--- src/design/ncas_pkg.sv ---
package ncas_pkg;

   localparam int unsigned NUM_CENTERS_DEF = 3;
   localparam int unsigned COORD_W         = 16;
   localparam int unsigned SQ_W            = 2 * COORD_W;
   localparam int unsigned DIST_W          = 34;
   localparam int unsigned SSE_W           = 42;
   localparam int unsigned IDX_W           = 4;

   localparam logic [SSE_W-1:0]  SSE_MAX  = {SSE_W{1'b1}};
   localparam logic [DIST_W-1:0] DIST_MAX = {DIST_W{1'b1}};

   localparam logic OP_LOAD  = 1'b0;
   localparam logic OP_POINT = 1'b1;

   typedef struct packed {
      logic               op;
      logic [IDX_W-1:0]   center_slot;
      logic [COORD_W-1:0] coord_x;
      logic [COORD_W-1:0] coord_y;
      logic [COORD_W-1:0] coord_z;
      logic [COORD_W-1:0] coord_w;
      logic               set_end;
   } req_type;

   typedef struct packed {
      logic [IDX_W-1:0]  cluster;
      logic [DIST_W-1:0] distance_sq;
      logic [SSE_W-1:0]  sse_total;
      logic              is_last;
   } rsp_type;

   typedef struct packed {
      logic [COORD_W-1:0] x;
      logic [COORD_W-1:0] y;
      logic [COORD_W-1:0] z;
      logic [COORD_W-1:0] w;
   } point_type;

   typedef struct packed {
      logic              valid;
      logic              set_end;
      point_type         point;
      logic [DIST_W-1:0] best_d;
      logic [IDX_W-1:0]  best_idx;
   } token_type;

endpackage

--- src/design/ncas_accum.sv ---
module ncas_accum (
   input  logic                clock,
   input  logic                reset,
   input  ncas_pkg::token_type tok_in,
   output logic                rsp_valid,
   output ncas_pkg::rsp_type   rsp_data
);

   logic [ncas_pkg::SSE_W-1:0] sse_ff, sse_in;
   logic [ncas_pkg::SSE_W:0]   sum_wide;
   logic [ncas_pkg::SSE_W-1:0] sum_sat;
   logic                       rsp_valid_ff;
   ncas_pkg::rsp_type          rsp_ff, rsp_in;

   assign sum_wide = {1'b0, sse_ff} + (ncas_pkg::SSE_W + 1)'(tok_in.best_d);
   assign sum_sat  = sum_wide[ncas_pkg::SSE_W] ? ncas_pkg::SSE_MAX
                                               : sum_wide[ncas_pkg::SSE_W-1:0];

   always_comb begin
      sse_in = sse_ff;
      if (tok_in.valid) begin
         sse_in = tok_in.set_end ? '0 : sum_sat;
      end
      rsp_in.cluster     = tok_in.best_idx;
      rsp_in.distance_sq = tok_in.best_d;
      rsp_in.sse_total   = sum_sat;
      rsp_in.is_last     = tok_in.set_end;
   end

   always_ff @(posedge clock) begin
      if (reset) begin
         sse_ff       <= '0;
         rsp_valid_ff <= 1'b0;
      end else begin
         sse_ff       <= sse_in;
         rsp_valid_ff <= tok_in.valid;
      end
   end

   always_ff @(posedge clock) begin
      if (tok_in.valid) begin
         rsp_ff <= rsp_in;
      end
   end

   assign rsp_valid = rsp_valid_ff;
   assign rsp_data  = rsp_ff;

endmodule

--- config.mk ---
export PLATFORM = sky130hd
export DESIGN_NAME = ncas_accum
export DESIGN_NICKNAME = d
export VERILOG_FILES = /design/src/design/ncas_pkg.sv /design/src/design/ncas_accum.sv
export SDC_FILE = /design/constraint.sdc
export NUM_CORES = 1
export LEC_CHECK = 0
export ABC_AREA = 1
export BUFFER_PORTS_ARGS = -buffer_cell sky130_fd_sc_hd__buf_2
export CAP_MARGIN = 20
export CORE_UTILIZATION = 30
export DETAILED_ROUTE_END_ITERATION = 12
export GPL_ROUTABILITY_DRIVEN = 0
export GPL_TIMING_DRIVEN = 0
export PLACE_DENSITY = 0.53
export SKIP_LAST_GASP = 1
export SLEW_MARGIN = 20
export SYNTH_ARGS = -nofsm -noshare
export SYNTH_HDL_FRONTEND = slang
export SYNTH_SLANG_ARGS = --single-unit
--- constraint.sdc ---
create_clock -name clock -period 3 [get_ports clock]
set_input_delay 0.3 -clock clock [delete_from_list [all_inputs] [get_ports clock]]
set_output_delay 0.3 -clock clock [all_outputs]
set_load 0.01 [all_outputs]
Yosys cells after proc, flatten, opt, wreduce, memory -nomap -nowiden:

Index checks and enable logic that the tools add are counted.

* register bits after elaboration: 124
* bits in latches: 0
* RAM bits: 0
* bits in read-only memories: 0
* input port bits: 106
* output and inout bits: 82
* logic and storage cells: 9
* memories kept: 0

* add/subtract/negate cells: 1
* multipliers: 0
* div/mod/pow operators: 0
* $lt $le $gt $ge: 0
* equality and inequality tests: 0
* shifts and indexed selects: 0
* muxes and demuxes: 2
* bitwise operators: 0
* reduce and logical (&&, ||, !) cells: 0

Operator list (number)
* $mux 42: 2
* $add 42x34->43: 1

Depth between registers and ports, before layout:

* depth after elaboration: 3
* gate-level depth with buffers: 16
* gate-level depth less buffers: 15

Worst setup path before layout:

OpenSTA, ideal clock, no wires.

* path type: input port to flip-flop
* start point: input tok_in[4] (netlist name)
* end point: register rsp_ff (netlist bit rsp_data[28]) (data pin)
* arrival time: 1684 ps
* data required time: 2737 ps
* setup slack: 1053 ps
* cell stages on the path: 9
* path through: ha_1 -> fa_1 -> nand3_1 -> nand3_1 -> nand2_1 -> nand3_2 -> inv_2 -> buf_6 -> nand3_2

* cells in the longest elaborated chain, start to end: 2

Ends and longest elaborated chain
* start: declaration: line ncas_accum.sv:4 `input ncas_pkg::token_type tok_in,`
* $add 42x34->43: line ncas_accum.sv:15 `assign sum_wide = {1'b0, sse_ff} + (ncas_pkg::SSE_W + 1)'(tok_in.best_d);`
* $mux 42: line ncas_accum.sv:16 `assign sum_sat = sum_wide[ncas_pkg::SSE_W] ? ncas_pkg::SSE_MAX`
* net sum_sat (one bit): line ncas_accum.sv:11 `logic [ncas_pkg::SSE_W-1:0] sum_sat;`
* end signal: assignment: line ncas_accum.sv:42 `rsp_ff <= rsp_in;`
* end: declaration: line ncas_accum.sv:13 `ncas_pkg::rsp_type rsp_ff, rsp_in;`

The timed path passes the listed nets, and every way through them passes these cells.
A chain may end at the register's enable or synchronous reset.

Final worst setup path:

* start point: register sse_ff[0] (netlist name)
* end point: register rsp_ff (netlist bit rsp_data[40]) (data pin)

* cells in the longest elaborated chain, start to end: 2

Ends and longest elaborated chain
* start: declaration: line ncas_accum.sv:9 `logic [ncas_pkg::SSE_W-1:0] sse_ff, sse_in;`
* start signal: assignment: line ncas_accum.sv:35 `sse_ff <= sse_in;`
* $add 42x34->43: line ncas_accum.sv:15
* $mux 42: line ncas_accum.sv:16
* net sum_sat (one bit): line ncas_accum.sv:11

The timed path passes the listed nets, and every way through them passes these cells.

==> reports/metrics.csv <==
stage,metric,value,unit
finish,antenna fix cells,0,
timing,final worst path period share,0.8352,
power,power density over the cells,564.9,nW/µm²
synth,syn nets,1104,
grt,initial antenna violation count,0,
die,IO Pins,188,
min_path,worst min path class,primary input to flop,
synth,post-synthesis xor/xnor area fraction,0.02759,
finish,area delta synth->final,23.08,%
routing,wire length per cell,13.88,µm
worst_setup_path,Crit. End Element,flop,
placement,"Cell Area, Placed",8341,µm²
routing,WL final,19.95,mm
outcome,status,completed,
worst_setup_path,reg-to-reg critical path startpoint,sse_ff[0],
clock_tree,cts hold-fix bufs,0,
worst_setup_path,worst path cell trace,ha_1 > fa_1 > nand3_1 > nand3_1 > nand2_1 > nand3_2 > inv_2 > buf_6 > nand3_2,
min_path,hold path start,tok_in[3],
synth,Synth Area in Adders,0.06101,
synth,Synth warnings,0,
synth,post-synthesis compound-gate area fraction,0.05570,
worst_setup_path,R2R Path End,rsp_data[40],
finish,Filler Cell Count,2552,
power,worst ir drop on vdd,0.0003388,V
synth,Synth Cell Area,7301,µm²
grt,largest net degree at the start of global routing,47,
min_path,WHS Path Cells,1,
placement,I/O Buffers,122,
power,leakage,4.332,nW
synth,sequential area share after synthesis,0.4511,
timing,Fmax achieved,0.3991,GHz
die,die span in y,158,µm
timing,unrepaired setup endpoints after global routing,false,
timing,Clock Skews,0.009353,ns
synth,post-synthesis simple-gate area fraction,0.3164,
synth,"EDFF count, synth",81,
clock_tree,CTS buffer count,17,
worst_setup_path,critical path's largest stage delay,0.46,ns
routing,drt drc,0,
timing,count of final hold-check violations,0,
routing,drt pass-1 iters,5,
finish,Nets,1246,
synth,syn_area_per_cell,7.581,µm²
routing,Iter 0 DRT Violations,346,
finish,Reg area,3293,µm²
finish,fin cells,1437,
synth,multiplexer area fraction after synthesis,0,
synth,Unique masters post-synth,30,
finish,final core occ,0.3794,
worst_setup_path,R2R cell count,9,
die,Initial Utilization,0.3083,
synth,ys flop type,edfxtp_1,
die,Die Area,24960,µm²
worst_setup_path,crit path max fanout,10,
synth,"FF+latch count, synth",124,
timing,minimum clock period,2.505,ns
placement,placed cell count,1405,
grt,GRT Overall Usage,0.1690,
finish,fraction of layout instances using a drive strength above 1,0.1977,
grt,first-pass GRT wire length,31.77,mm
min_path,WHS Endpoint,rsp_data[80],
die,CORE AREA,23680,µm²
grt,grt ovf,0,
clock_tree,CTS tree,yes,
placement,DP HPWL,15.76,mm
routing,drt via density,4.475,
worst_setup_path,WP data required,3.15,ns
worst_setup_path,"Slowest-stage cell, CP",fa_1,
routing,post-route ant nets,0,
finish,design area,8986,µm²
die,Site Rows,56,
synth,Synth async-reset ratio,0,
clock_tree,clk buf depth,2,
timing,Slew HR,0.5321,
die,chip width,158,µm
clock_tree,Skew-Pair Late Insertion Delay,0.42,ns
clock_tree,clock-pin slew on the worst setup and hold paths,0.06,ns
synth,largest family of logic cells by synthesized area,simple AND/OR/NAND/NOR gates,
job,Max Cap Viol,0,
timing,Pins Over Slew Limit,0,
worst_setup_path,"Arr. time, crit path",2.65,ns
clock_tree,clk root buf,clkbuf_16,
worst_setup_path,WS Path Type,flop to flop,
timing,# setup viols final,0,
clock_tree,CTS-repair resized insts,0,
clock_tree,setup bufs post-CTS,0,
worst_setup_path,register-to-register setup slack,0.49,ns
synth,cell count after synthesis,963,
timing,Worst-Margin Slew,0.6992,ns
worst_setup_path,Critical Path Start Type,flop,
grt,vias in the first global route,6138,
clock_tree,H-tree Lvls,4,
clock_tree,CTS Sinks,124,
finish,area of the multi-input gates,3363,µm²
routing,via count,6430,
[per-stage QoR]
step                      setup TNS, ns  power, mW  worst slack [ns]  hold WS, ns
final                                 0      5.076            0.4945      0.05431
after global routing                  0      5.331            0.3414      0.03847
after CTS                             0      5.159            0.5180      0.03007
after detailed placement              0      2.836            0.3995       0.4629
after global placement           -21.28      2.829           -0.6932       0.4562
after floorplan                       0      2.541             1.053       0.3989
[cell type report]
| type | instances | area share |
|---|---|---|
| clock inverter | 7 | 0.01782 |
| timing repair buffer | 123 | 0.07129 |
| multi-input combinational | 676 | 0.3743 |
| tap | 319 | 0.04442 |
| clock buffer | 25 | 0.05402 |
| sequential | 124 | 0.3665 |
| buffer | 17 | 0.01072 |
| inverter | 146 | 0.06099 |
[cell usage in the layout, fill, tap and decap left out, types with 21 or more instances in the layout]
master,n
nor2_1,79
dfxtp_1,43
ha_1,34
nand2_1,360
nand3_1,43
inv_1,133
xnor2_1,21
edfxtp_1,81
buf_2,123
a21oi_1,65
nand2_2,26
[Yosys cell counts, types with 3 or more instances]
cell	count	area [µm²]
a21oi_1	65	325.3
buf_6	4	45.04
clkbuf_1	11	41.29
dfxtp_1	43	860.8
edfxtp_1	81	2432
ha_1	34	425.4
inv_1	133	499.2
inv_2	13	48.80
nand2_1	360	1351
nand2_2	26	162.7
nand3_1	43	215.2
nand3_2	19	190.2
nand4_1	3	18.77
nor2_1	79	296.5
nor3_1	3	15.01
o21ai_0	3	15.01
o21bai_1	4	30.03
xnor2_1	21	183.9
[state kept, by name, indices dropped and copies added, names as in the netlist]
register / flops
rsp_data: 81
rsp_valid: 1
sse_ff: 42
[how the worst max path moves through the flow]
stage	start	to	cells after the start
floorplan	tok_in[4]	rsp_data[28]	9
global placement	tok_in[103]	sse_ff[13]	6
detailed placement	tok_in[4]	rsp_data[40]	10
CTS	sse_ff[0]	rsp_data[40]	9
global route	sse_ff[0]	sse_ff[39]	11
finish	sse_ff[0]	rsp_data[40]	9
[kinds of logic after synthesis]
logic type / after synthesis
adders and majority gates: 35
xor gates and xnor gates: 23
AOI/OAI and AO/OA: 77
buffers and inverters: 163
and+or+nand+nor: 541
DFF: 124
[worst max-delay path: cells and delay by family (launching register included)]
family / cells / cell delay, ns
buffers and inverters: 2 / 0.36
DFF: 1 / 0.31
and+or+nand+nor: 5 / 0.86
adders and majority gates: 2 / 0.69
[metal layers]
| metal | vias up | share of wire | track usage |
|---|---|---|---|
| li1 | 3315 | - | - |
| met5 | - | 0 | 0 |
| met2 | 174 | 0.44 | 0.2649 |
| met1 | 2915 | 0.48 | 0.2294 |
| met4 | 0 | 0.022 | 0.05998 |
| met3 | 26 | 0.052 | 0.03422 |
[where the power goes]
| part | internal (mW) | leakage, nW | switching, mW |
|---|---|---|---|
| logic | 0.280 | 2.87 | 0.509 |
| clock network | 1.54 | 0.315 | 0.743 |
| registers | 1.97 | 1.14 | 0.0339 |
| total | 3.79 | 4.33 | 1.29 |
(Power assumes the default switching activity.)
