<file path="config.mk">
export PLATFORM = sky130hd
export DESIGN_NAME = ncas_cell
export DESIGN_NICKNAME = d
export VERILOG_FILES = /design/src/design/ncas_pkg.sv /design/src/design/ncas_cell.sv
export SDC_FILE = /design/constraint.sdc
export NUM_CORES = 2
export LEC_CHECK = 0
export ABC_AREA = 1
export BUFFER_PORTS_ARGS = -buffer_cell sky130_fd_sc_hd__buf_4
export CAP_MARGIN = 10
export CORE_MARGIN = 10
export CORE_UTILIZATION = 42
export CTS_CLUSTER_SIZE = 28
export DETAILED_ROUTE_END_ITERATION = 8
export HOLD_SLACK_MARGIN = 0.1
export PLACE_DENSITY = 0.67
export SKIP_CTS_REPAIR_TIMING = 1
export SLEW_MARGIN = 10
export SYNTH_ARGS = -nofsm -noshare
export SYNTH_HDL_FRONTEND = slang
export SYNTH_SLANG_ARGS = --single-unit
</file>
<file path="constraint.sdc">
create_clock -name clock -period 11.9 [get_ports clock]
set_input_delay 1.785 -clock clock [delete_from_list [all_inputs] [get_ports clock]]
set_output_delay 1.785 -clock clock [all_outputs]
set_load 0.02 [all_outputs]
</file>
<file path="src/design/ncas_pkg.sv">
package ncas_pkg;

   localparam int unsigned NUM_CENTERS_DEF = 3;
   localparam int unsigned COORD_W         = 16;
   localparam int unsigned SQ_W            = 2 * COORD_W;
   localparam int unsigned DIST_W          = 34;
   localparam int unsigned SSE_W           = 42;
   localparam int unsigned IDX_W           = 4;

   localparam logic [SSE_W-1:0]  SSE_MAX  = {SSE_W{1'b1}};
   localparam logic [DIST_W-1:0] DIST_MAX = {DIST_W{1'b1}};

   localparam logic OP_LOAD  = 1'b0;
   localparam logic OP_POINT = 1'b1;

   typedef struct packed {
      logic               op;
      logic [IDX_W-1:0]   center_slot;
      logic [COORD_W-1:0] coord_x;
      logic [COORD_W-1:0] coord_y;
      logic [COORD_W-1:0] coord_z;
      logic [COORD_W-1:0] coord_w;
      logic               set_end;
   } req_type;

   typedef struct packed {
      logic [IDX_W-1:0]  cluster;
      logic [DIST_W-1:0] distance_sq;
      logic [SSE_W-1:0]  sse_total;
      logic              is_last;
   } rsp_type;

   typedef struct packed {
      logic [COORD_W-1:0] x;
      logic [COORD_W-1:0] y;
      logic [COORD_W-1:0] z;
      logic [COORD_W-1:0] w;
   } point_type;

   typedef struct packed {
      logic              valid;
      logic              set_end;
      point_type         point;
      logic [DIST_W-1:0] best_d;
      logic [IDX_W-1:0]  best_idx;
   } token_type;

endpackage

</file>
<file path="src/design/ncas_cell.sv">
module ncas_cell #(
   parameter logic [ncas_pkg::IDX_W-1:0] CELL_IDX = '0
) (
   input  logic                clock,
   input  logic                reset,
   input  logic                load_en,
   input  ncas_pkg::point_type load_data,
   input  ncas_pkg::token_type tok_in,
   output ncas_pkg::token_type tok_out,
   output logic                active
);

   function automatic logic [ncas_pkg::SQ_W-1:0] sq_diff(
      input logic [ncas_pkg::COORD_W-1:0] a,
      input logic [ncas_pkg::COORD_W-1:0] b
   );
      logic [ncas_pkg::COORD_W-1:0] d;
      d = (a >= b) ? (a - b) : (b - a);
      return ncas_pkg::SQ_W'(d) * ncas_pkg::SQ_W'(d);
   endfunction

   ncas_pkg::point_type center_ff;

   logic                         valid_s1_ff, valid_s1_in;
   logic                         set_end_s1_ff;
   ncas_pkg::point_type          point_s1_ff;
   logic [ncas_pkg::DIST_W-1:0]  best_d_s1_ff;
   logic [ncas_pkg::IDX_W-1:0]   best_idx_s1_ff;
   logic [ncas_pkg::SQ_W-1:0]    sq_x_ff, sq_y_ff, sq_z_ff, sq_w_ff;

   ncas_pkg::token_type          tok_ff, tok_in_s2;
   logic [ncas_pkg::DIST_W-1:0]  dist_sum;

   always_ff @(posedge clock) begin
      if (reset) begin
         center_ff <= '0;
      end else if (load_en) begin
         center_ff <= load_data;
      end
   end

   assign valid_s1_in = tok_in.valid;

   always_ff @(posedge clock) begin
      if (reset) begin
         valid_s1_ff <= 1'b0;
      end else begin
         valid_s1_ff <= valid_s1_in;
      end
   end

   always_ff @(posedge clock) begin
      set_end_s1_ff  <= tok_in.set_end;
      point_s1_ff    <= tok_in.point;
      best_d_s1_ff   <= tok_in.best_d;
      best_idx_s1_ff <= tok_in.best_idx;
      sq_x_ff        <= sq_diff(tok_in.point.x, center_ff.x);
      sq_y_ff        <= sq_diff(tok_in.point.y, center_ff.y);
      sq_z_ff        <= sq_diff(tok_in.point.z, center_ff.z);
      sq_w_ff        <= sq_diff(tok_in.point.w, center_ff.w);
   end

   assign dist_sum = ncas_pkg::DIST_W'(sq_x_ff) + ncas_pkg::DIST_W'(sq_y_ff)
                   + ncas_pkg::DIST_W'(sq_z_ff) + ncas_pkg::DIST_W'(sq_w_ff);

   always_comb begin
      tok_in_s2.valid   = valid_s1_ff;
      tok_in_s2.set_end = set_end_s1_ff;
      tok_in_s2.point   = point_s1_ff;
      if (dist_sum < best_d_s1_ff) begin
         tok_in_s2.best_d   = dist_sum;
         tok_in_s2.best_idx = CELL_IDX;
      end else begin
         tok_in_s2.best_d   = best_d_s1_ff;
         tok_in_s2.best_idx = best_idx_s1_ff;
      end
   end

   always_ff @(posedge clock) begin
      if (reset) begin
         tok_ff.valid <= 1'b0;
      end else begin
         tok_ff.valid <= tok_in_s2.valid;
      end
      tok_ff.set_end  <= tok_in_s2.set_end;
      tok_ff.point    <= tok_in_s2.point;
      tok_ff.best_d   <= tok_in_s2.best_d;
      tok_ff.best_idx <= tok_in_s2.best_idx;
   end

   assign tok_out = tok_ff;
   assign active  = valid_s1_ff | tok_ff.valid;

endmodule

</file>
=== Word level (Yosys, flattened, before mapping) ===
Cells that the tools add are included.

* Input port bits: 171
* Flip-flop bits (word level): 400
* Logic and storage cells: 50

* Bitwise gates (word level): 1
* Mux-type cells: 5
* $add $sub $neg: 11
* Multipliers: 4
* $lt $le $gt $ge: 5

{| class="wikitable"
|+ Operator list
! operator !! number
|-
| 16-bit by 16-bit multiplier with 32-bit output || 4
|-
| 16-bit subtractor || 8
|-
| 16-bit >= comparator || 4
|-
| 16-bit 2-to-1 mux || 4
|-
| 38-bit 2-to-1 mux || 1
|-
| 33-bit by 32-bit adder with 34-bit output || 1
|-
| 34-bit by 32-bit adder with 34-bit output || 1
|-
| 34-bit < comparator || 1
|-
| 32-bit by 32-bit adder with 33-bit output || 1
|-
| 1-bit OR || 1
|}

=== Longest topological paths before layout ===
* Word-level depth: 5
* Depth in mapped cells: 40
* Depth with buffers taken out: 39

=== Least setup slack after synthesis ===
No wires, ideal clock.

* Path kind: input -> register
* Start point: input port tok_in[38] in the netlist's numbering
* End point: register sq_w_ff[23] in the netlist's numbering
* Cell stages on the path: 34
* Setup slack: 3805 ps
* Path buffers: 1
* Arrival: 7975 ps
* Data required time: 11780 ps
* Cell sequence: inv_1 ha_1 inv_1 fa_1 nand3_1 nand2_2 nand2_1 nand3_1 a21oi_2 buf_4 o21ai_0 nand2_2 nor2_1 fa_1 inv_1 fa_1 inv_1 fa_1 inv_1 fa_1 inv_1 fa_1 inv_1 fa_1 inv_1 ha_1 nand2_1 inv_1 nand2_1 o21ai_0 nand2_1 nand3b_1 o21ai_0 xnor2_1

* Word-level cells in the longest chain between the ends: 3
* Elaborated cells on any way between the ends: 5
* Those cells by class: 2 x add/sub; 1 x mul; 1 x order compare; 1 x mux

{| class="wikitable"
|+ Ends and longest elaborated chain
! what !! RTL line !! text
|-
| start: declaration || ncas_cell.sv:8 || <nowiki>input ncas_pkg::token_type tok_in,</nowiki>
|-
| 16-bit subtractor or 16-bit >= comparator (tied branches) || ncas_cell.sv:18 || <nowiki>d = (a >= b) ? (a - b) : (b - a);</nowiki>
|-
| 16-bit 2-to-1 mux (*) || ncas_cell.sv:18 ||
|-
| 16-bit by 16-bit multiplier with 32-bit output (*) || ncas_cell.sv:19 || <nowiki>return ncas_pkg::SQ_W'(d) * ncas_pkg::SQ_W'(d);</nowiki>
|-
| end signal: assignment || ncas_cell.sv:60 || <nowiki>sq_w_ff <= sq_diff(tok_in.point.w, center_ff.w);</nowiki>
|-
| end: declaration || ncas_cell.sv:29 || <nowiki>logic [ncas_pkg::SQ_W-1:0] sq_x_ff, sq_y_ff, sq_z_ff, sq_w_ff;</nowiki>
|}

Mark *: on every way between the ends. The rest lies on a longest branch, timed or not.
A chain may end at the register's enable or synchronous reset.

=== Worst setup path in the final report ===
* Start point: input port tok_in[86] in the netlist's numbering
* End point: register sq_x_ff[27] in the netlist's numbering

* Word-level cells in the longest chain between the ends: 3
* Elaborated cells on any way between the ends: 5
* Those cells by class: 2 x add/sub; 1 x mul; 1 x order compare; 1 x mux

{| class="wikitable"
|+ Ends and longest elaborated chain
! what !! RTL line !! text
|-
| 16-bit subtractor or 16-bit >= comparator (tied branches) || ncas_cell.sv:18 ||
|-
| 16-bit 2-to-1 mux (*) || ncas_cell.sv:18 ||
|-
| 16-bit by 16-bit multiplier with 32-bit output (*) || ncas_cell.sv:19 ||
|-
| end signal: assignment || ncas_cell.sv:57 || <nowiki>sq_x_ff <= sq_diff(tok_in.point.x, center_ff.x);</nowiki>
|-
| end: declaration || ncas_cell.sv:29 ||
|}

Marked as above.

==> out/metrics.yaml <==
place:
  dp_hpwl_mm: 113
  dp_slack_ps: 2040
  dpl-instance-area_sq_um: 54000
  buffer_ports.inserted: 275
  gp_congestion: 0.943
setup_path:
  required_ps: 12460
  worst-path-max-fanout: 14
  cp-end-kind: "flip-flop"
  cp_slowest_cell: "a21oi_2"
  cp_data_arrival_time_ps: 9780
  cp-start-kind: "primary input"
  path_class: "primary input to flip-flop"
  r2r_setup_slack_ps: 3670
  max_stage_delay_ps: 610
clock_tree:
  clock_sinks: 396
  ctsRootBufferMaster: "clkbuf_16"
  cts_tree: "yes"
  clk_pin_slew_ps: 60
  cts_max_path_buffers: 3
  worstSkewPairLatency_ps: 670
  h-tree-depth: 2
  cts_made_buffers: 49
synth:
  synth.area.top_cells: "fa_1, dfxtp_1, ha_1"
  ys_types: 53
  synth_warnings: 0
  synth_ff_type: "dfxtp_1"
  netlist_instances: 6248
  async_reset_ff_share_pct: 0
  synth-seq-cells: 396
  syn-cell-area_sq_um: 50500
  synth-edff-count: 0
  synth_top_area_cell: "fa_1"
  synthDominantCellAreaShare_pct: 28.5
  seq_area_frac_synth_pct: 15.7
  syn_area_per_cell_sq_um: 8.08
timing:
  finalHoldViolations: 0
  slew_viol_final: 0
  tightest_slew_ps: 951
  hold_ws_ps: 293
  final.setup_skew_ps: 46.6
  setup_ws_ps: 2680
  fmax_mhz: 109
  timing.final.crit_share_pct: 77.4
  finalCriticalPeriod_ps: 9220
  rsz0062_at_grt: "no"
  setup_viol: 0
  timing.slew.headroom_pct: 36.6
  finalSetupTns_ps: 0
final_layout:
  finalNetCount: 7957
  drive_above_1_share_pct: 9.36
  final_area_sq_um: 55800
  syn_to_final_growth_pct: 10.6
  final_cell_mix: "inv_1, nand2_1, fa_1, ha_1, nor2_1"
  final_common_cell: "inv_1"
grt:
  grt.overflow.total: 0
  met3_usage_pct: 2.92
  grt_util_all_layers_pct: 19.9
  grt.busiest_layer: "met2"
  global_route.usage.met1_pct: 26.7
  grt_pass1_wl_mm: 220
  grt_max_degree: 82
  grt_pass1_vias: 42100
  met2_usage_pct: 33.2
  antenna_found_initial: 3
die:
  chipWidth_microns: 367
  die_h_microns: 367
  die-area_sq_um: 134000
  num_io_pins: 276
  initial_core_util_pct: 42.2
  core.rowCount: 127
  coreArea_sq_um: 120000
detailed_routing:
  drt-wirelength-per-cell_microns: 16.4
  drt-pass1-iter-count: 6
  drt_iter0_drc: 2530
  num_vias: 40100
  vias_per_cell: 4.93
  ant_nets: 0
  drc_errors: 0
  wirelength_mm: 134
worst_hold_path:
  hold_class: "flip-flop to flip-flop"
job:
  timing.max_cap.violations: 0
run_status:
  status: "completed"
worst paths after layout:
check | start | end | depth (start not counted)
hold / removal | point_s1_ff[30]$_DFF_P_ | tok_out[68]$_DFF_P_ | 0
setup / recovery | tok_in[86] | sq_x_ff[27]$_DFF_P_ | 32
setup reg to reg | center_ff[48]$_SDFFE_PP0P_ | sq_x_ff[27]$_DFF_P_ | 30
hold reg to reg | point_s1_ff[30]$_DFF_P_ | tok_out[68]$_DFF_P_ | 0
flip-flops by register name, indices dropped and copies added (netlist names):
| name | cells |
|---|---|
| best_d_s1_ff | 34 |
| best_idx_s1_ff | 4 |
| center_ff | 64 |
| point_s1_ff | 64 |
| set_end_s1_ff | 1 |
| sq_w_ff | 31 |
| sq_x_ff | 31 |
| sq_y_ff | 31 |
| sq_z_ff | 31 |
| tok_out | 104 |
| valid_s1_ff | 1 |
routing by layer:
layer | vias to the layer above | routed length, microns
met5 | - | 0
met1 | 19400 | 60200
met4 | 0 | 3470
met3 | 198 | 7970
li1 | 19400 | -
met2 | 1136 | 62200
area by class of cell:
cell class / count / area [sq um]
multi-input cells: 4299 / 36500
clock buffers: 59 / 1330
clock inverters: 31 / 527
repair buffers: 277 / 2080
well taps: 1612 / 2020
inverters: 1458 / 5480
flip-flops and latches: 396 / 7930
fillers: 11800 / 63800
diodes: 5 / 12.5
worst max-delay path, delay by kind of cell:
family / cells / cell delay [ps]
fa+ha+maj: 9 / 3960
simple gates: 11 / 2090
compound gates: 3 / 850
buf+inv: 8 / 810
xor+xnor: 1 / 270
cell usage after synthesis, types with 5 or more instances:
library cell,number
o21ai_0,132
a21o_1,27
nand2_2,72
nand2_1,1168
nor3_2,9
nand4_1,31
buf_4,23
buf_6,20
a21boi_0,11
nor2_4,14
xor2_1,150
ha_1,586
nor2_1,552
or2_2,8
o21a_1,11
nand2_4,16
a211oi_1,67
dfxtp_1,396
a21oi_1,287
nor4_1,7
clkbuf_1,32
nor3_1,32
inv_1,1398
nor2_2,40
inv_2,57
o21bai_1,33
fa_1,719
nand3_2,5
nand3_1,163
a31oi_1,11
xnor2_1,78
buf_2,15
a21oi_2,7
o21ai_1,11
o211ai_1,17
nand3b_1,6
per-stage QoR:
step           util [%]  std cells
6_report           46.7       8137
2_1_floorplan         -       6249
3_5_place_dp       45.1       8042
4_1_cts            46.7       8132
3_3_place_gp       45.1       8042
5_1_grt            46.7       8134
cell families after synthesis:
kind of cell	after synthesis	share of synthesized area (%)
AOI/OAI and AO/OA	627	7.28
adders and majority gates	1305	43.0
xor gates and xnor gates	228	3.96
and+or+nand+nor	2136	17.9
buffers and inverters	1554	12.1
other	2	0.0149
DFF	396	15.7
Power is left out: the tool's default activity adds up to more than one toggle a clock period on the data nets, which glitch-free logic cannot reach.
